File: config.mk
export PLATFORM = sky130hd
export DESIGN_NAME = hbs_axis
export DESIGN_NICKNAME = d
export VERILOG_FILES = /design/src/hbs_pkg.sv /design/src/hbs_axis.sv
export SDC_FILE = /design/constraint.sdc
export NUM_CORES = 2
export LEC_CHECK = 0
export BUFFER_PORTS_ARGS = -buffer_cell sky130_fd_sc_hd__buf_2
export CAP_MARGIN = 25
export CORE_UTILIZATION = 35
export CTS_CLUSTER_DIAMETER = 120
export CTS_CLUSTER_SIZE = 28
export DETAILED_ROUTE_END_ITERATION = 8
export HOLD_SLACK_MARGIN = 0.02
export PLACE_DENSITY = 0.55
export SLEW_MARGIN = 10
export SYNTH_ARGS = -nofsm -noshare
export SYNTH_HDL_FRONTEND = slang
export SYNTH_SLANG_ARGS = --single-unit
File: constraint.sdc
create_clock -name clk -period 8.9 [get_ports clk]
set_input_delay 0 -clock clk [delete_from_list [all_inputs] [get_ports clk]]
set_output_delay 0 -clock clk [all_outputs]
set_load 0.005 [all_outputs]
File: src/hbs_pkg.sv
`timescale 1ns / 1ps
// Shared constants, types and helpers of the heightmap bilinear sampler.
package hbs_pkg;

	localparam int MAX_COLS     = 64;
	localparam int MAX_ROWS     = 64;
	localparam int HEIGHT_WIDTH = 32;

	localparam int POST_DEPTH = MAX_ROWS * MAX_COLS;
	localparam int ADDR_W     = $clog2(POST_DEPTH);
	localparam int AX_MAX     = (MAX_COLS > MAX_ROWS) ? MAX_COLS : MAX_ROWS;
	localparam int AX_IDX_W   = $clog2(AX_MAX);
	localparam int AX_CNT_W   = $clog2(AX_MAX + 1);

	localparam int CFG_IDX_W = 3;

	typedef enum logic [CFG_IDX_W-1:0] {
		CFG_ORIGIN_X    = 3'd0,
		CFG_ORIGIN_Y    = 3'd1,
		CFG_INV_SPACING = 3'd2,
		CFG_GRID_COLS   = 3'd3,
		CFG_GRID_ROWS   = 3'd4
	} cfg_reg_t;

	localparam logic ACT_WRITE  = 1'b0;
	localparam logic ACT_SAMPLE = 1'b1;

	// per-stage load enables of the pipeline
	typedef struct packed {
		logic s1;
		logic s2;
		logic s3;
		logic s4;
		logic s5;
		logic s6;
	} adv_t;

	typedef logic signed [HEIGHT_WIDTH-1:0] height_t;

	function automatic logic [ADDR_W-1:0] post_addr(input logic [31:0] row,
		input logic [31:0] col);
		post_addr = ADDR_W'(row * 32'(MAX_COLS) + col);
	endfunction

endpackage

File: src/hbs_axis.sv
`timescale 1ns / 1ps
// One axis of the coordinate map: offset, scale by reciprocal, clamp, split.
module hbs_axis import hbs_pkg::*; (
	input  logic                 clk,
	input  adv_t                 adv,
	input  logic signed [31:0]   p,
	input  logic signed [31:0]   org,
	input  logic [31:0]          inv,
	input  logic [AX_CNT_W-1:0]  n,
	output logic [AX_IDX_W-1:0]  i0_s3,
	output logic [AX_IDX_W-1:0]  i1_s3,
	output logic [15:0]          t_s3
);

	logic signed [32:0] d;
	logic [31:0]        d_s1;
	logic [63:0]        prod;
	logic [47:0]        g_s2;
	logic [47:0]        top;
	logic [47:0]        gc;
	logic [AX_IDX_W-1:0] i0;
	logic [AX_IDX_W-1:0] i1;

	// points at or below the origin land on index zero
	assign d = 33'(p) - 33'(org);

	always_ff @(posedge clk) begin
		if (adv.s1) begin
			d_s1 <= (d > 33'sd0) ? d[31:0] : 32'd0;
		end
	end

	assign prod = 64'(d_s1) * 64'(inv);

	always_ff @(posedge clk) begin
		if (adv.s2) begin
			g_s2 <= prod[63:16];
		end
	end

	assign top = 48'(32'(n) - 32'd1) << 16;
	assign gc  = (g_s2 > top) ? top : g_s2;
	assign i0  = gc[16 +: AX_IDX_W];
	assign i1  = ((32'(i0) + 32'd1) < 32'(n)) ? AX_IDX_W'(32'(i0) + 32'd1)
		: AX_IDX_W'(32'(n) - 32'd1);

	always_ff @(posedge clk) begin
		if (adv.s3) begin
			i0_s3 <= i0;
			i1_s3 <= i1;
			t_s3  <= gc[15:0];
		end
	end

endmodule

==> impl_results.md <==
- Outcome: finished, final reports clean
- Routed Antenna Nets: 0
- Leading post-synthesis cells by cell area: fa_1 (46%), ha_1 (11%), inv_1 (9.2%)
- Skew-Pair Late Insertion Delay: 0.41 ns
- Vias per cell: 4.84
- Fin area: 0.0419 mm2
- Crit start category: register
- Cell Count Post-Placement: 5712
- Clock Skews: 0.0171 ns
- CP max-delay cell: edfxtp_1
- CP max FO: 19
- Dpl hpwl: a little under 90000 um
- Register area: ~0.0032 mm2
- Largest area contributor in the netlist: fa_1
- Setup CP Type: register to register
- DRT Pass-1 Iters: 5
- Vias: 27700
- Total track usage: approximately a fifth
- Max-cap violations: 0
- Root Buffer: clkbuf_16
- Initial antenna violation count: 2
- Die H: 337 um
- CTS H-tree lvls: 3
- Share of the synthesized area in the top cell type: about 46%
- Worst-path clk slew: 0.10 ns
- Worst slew margin: around a third
- Post-Syn Instances: 4224
- Largest net degree at the start of global routing: 49
- DRC viols: 0
- TritonCTS clock tree: yes
- CP delay by family, top: adder cells
- Period minus WS final: 8.20 ns
- Tightest Pin Transition: 1.01 ns
- Final setup violation count: 0
- Gr ovfl total: 0
- GP Congestion: 0.868
- Area Overhead vs Synth: 6.79%
- Critical register-to-register path startpoint: d_s1[19]
- Unrepaired setup endpoints after global routing: false
- Crit path buf inv count: 3
- Commonest non-fill, non-tap cell in the layout: inv_1
- Wirelength, routed: 104000 um
- FF+latch count, synth: about 110
- Top_reg_cell synth: edfxtp_1
- Post-Syn Nets: 5562
- Fmax: 122 MHz
- Setup TNS: 0 ns
- Element type at the critical path end: register
- Crit path from: d_s1[19]
- Post-CTS setup buffers: 0
- Number of synthesis warnings: 0
- Initial Util: 35.4%
- TritonCTS Buffers: 9
- Hold Crit Class: input pin to register
- Synth cell types: 63
- Hold Fails Final Rpt: 0
- Avg Cell Area, Syn: just over 9 um2
- Worst Path Required: 9.05 ns
- Share of layout cells above drive strength 1: 5.99%
- Core area: 0.111 mm2
- Most numerous cell on the critical path: fa_1
- Number of synthesized flops with an enable pin: 108
- Multi-input logic area: 0.0316 mm2
- Critical path, cell by cell: buf_4 -> and2_1 -> fa_1 -> inv_1 -> fa_1 -> fa_1 -> fa_1 -> fa_1 -> fa_1 -> inv_1 -> fa_1 -> ha_1 -> ha_1 -> and3_1 -> nand2_1 -> nor4_1 -> a221oi_1 -> o21ai_0 -> a31oi_1 -> o31a_1 -> o21bai_1 -> a21oi_1 -> xnor2_1
- Slowest Stage Delay on Critical Path: 1.01 ns
- Count of cells resized by post-cts repair: 0
- Fin crit share: 92.2%
- First-pass GRT wire length: 167000 um
- Fill count: 11400
- Worst path arrival time: 8.35 ns
- Fin cells: 5732
- Clk buf depth: 2
- Leading cell types in the layout, fill and taps excluded: inv_1 (966), fa_1 (896), and2_1 (555)
- Ys async rst share: 0%
- # IOs: 138
- Iteration-0 DRC Markers: 1431
- WL/cell: 18.1 um
- Min-delay src: org[1]
- Die Area: 0.113 mm2
- Vias in the first global route: 29600
- Layout net count: ~5600
- Post-Syn Area: 0.0392 mm2
- Clock sinks: 108
- Sequential area share after synthesis: 8.27%
- Die X-Extent: around 340 um
- Post-DP Area: about 0.042 mm2
- Slew Limit Fails: 0
- Std cell rows: 122
- I/O Buffers: between 100 and 150
[Yosys cell counts (all sizes together) (25+ instances only)]
master / n
xor2: 32
edfxtp: 108
nand4: 25
nor2: 80
xnor2: 55
ha: 332
clkbuf: 207
fa: 896
nand2: 543
inv: 966
and2: 555
a21oi: 98
o21ai: 63
a21o: 65
[sequential cells by signal, indices dropped and copies added, names as in the netlist]
register and cells:
d_s1 32, g_s2 48, i0_s3 6, i1_s3 6, t_s3 16
[cell type report]
type | count | share of cell area, %
diodes | 2 | 0.0119
repair buffers | 214 | 3.08
clock inverters | 7 | 0.206
inverters | 966 | 8.65
multi-input cells | 2938 | 75.3
flip-flops and latches | 108 | 7.74
clock buffers | 9 | 0.538
well taps | 1488 | 4.44
[what timing repair did]
item                       4_1_cts  5_1_grt
hold buffers                     2        0
hold endpoints to repair         2        0
setup endpoints to repair        0        0
[per-layer routing]
layer | wire, um | vias up | GRT usage [%]
met5 | 9 | - | 0
met2 | 51400 | 505 | 32.7
met1 | 45700 | 14600 | 25.3
met3 | 3530 | 102 | 1.87
met4 | 3150 | 2 | 5.77
li1 | - | 12600 | -
[logic make-up (layout without fill, tap and decap cells)]
family / count (synthesis) / in the layout / share of synthesized area, %
DFF: 108 / 108 / 8.27
other: 0 / 2 / 0
muxes: 12 / 12 / 0.322
buffers and inverters: 1178 / 1196 / 11.3
and+or+nand+nor: 1298 / 1298 / 16.7
adders and majority gates: 1228 / 1228 / 56.3
AOI/OAI and AO/OA: 313 / 313 / 5.18
xor gates and xnor gates: 87 / 87 / 1.94
[worst min-delay path: cells and delay by family]
kind	cells	cell delay [ns]
buffers and inverters	1	0.10
and+or+nand+nor	1	0.05
adders and majority gates	1	0.16
[final timing paths]
kind / to / slack, ns / cells after the start
setup / recovery: g_s2[43] / 0.70 / 23
hold / removal: d_s1[1] / 0.07 / 3
hold reg to reg: t_s3[3] / 0.56 / 1
setup reg to reg: g_s2[43] / 0.70 / 23
[per-stage QoR]
step	util (%)	hold slack (ns)	setup slack [ns]
after floorplan	-	0.112	1.75
after global placement	37.5	0.394	0.871
after detailed placement	37.5	0.397	0.777
after CTS	37.8	0.0648	0.748
after global routing	37.8	0.0822	0.306
final	37.8	0.0723	0.696
Power is not shown: default switching activity piles up to over one toggle a cycle in this logic, so the estimate is an artifact.
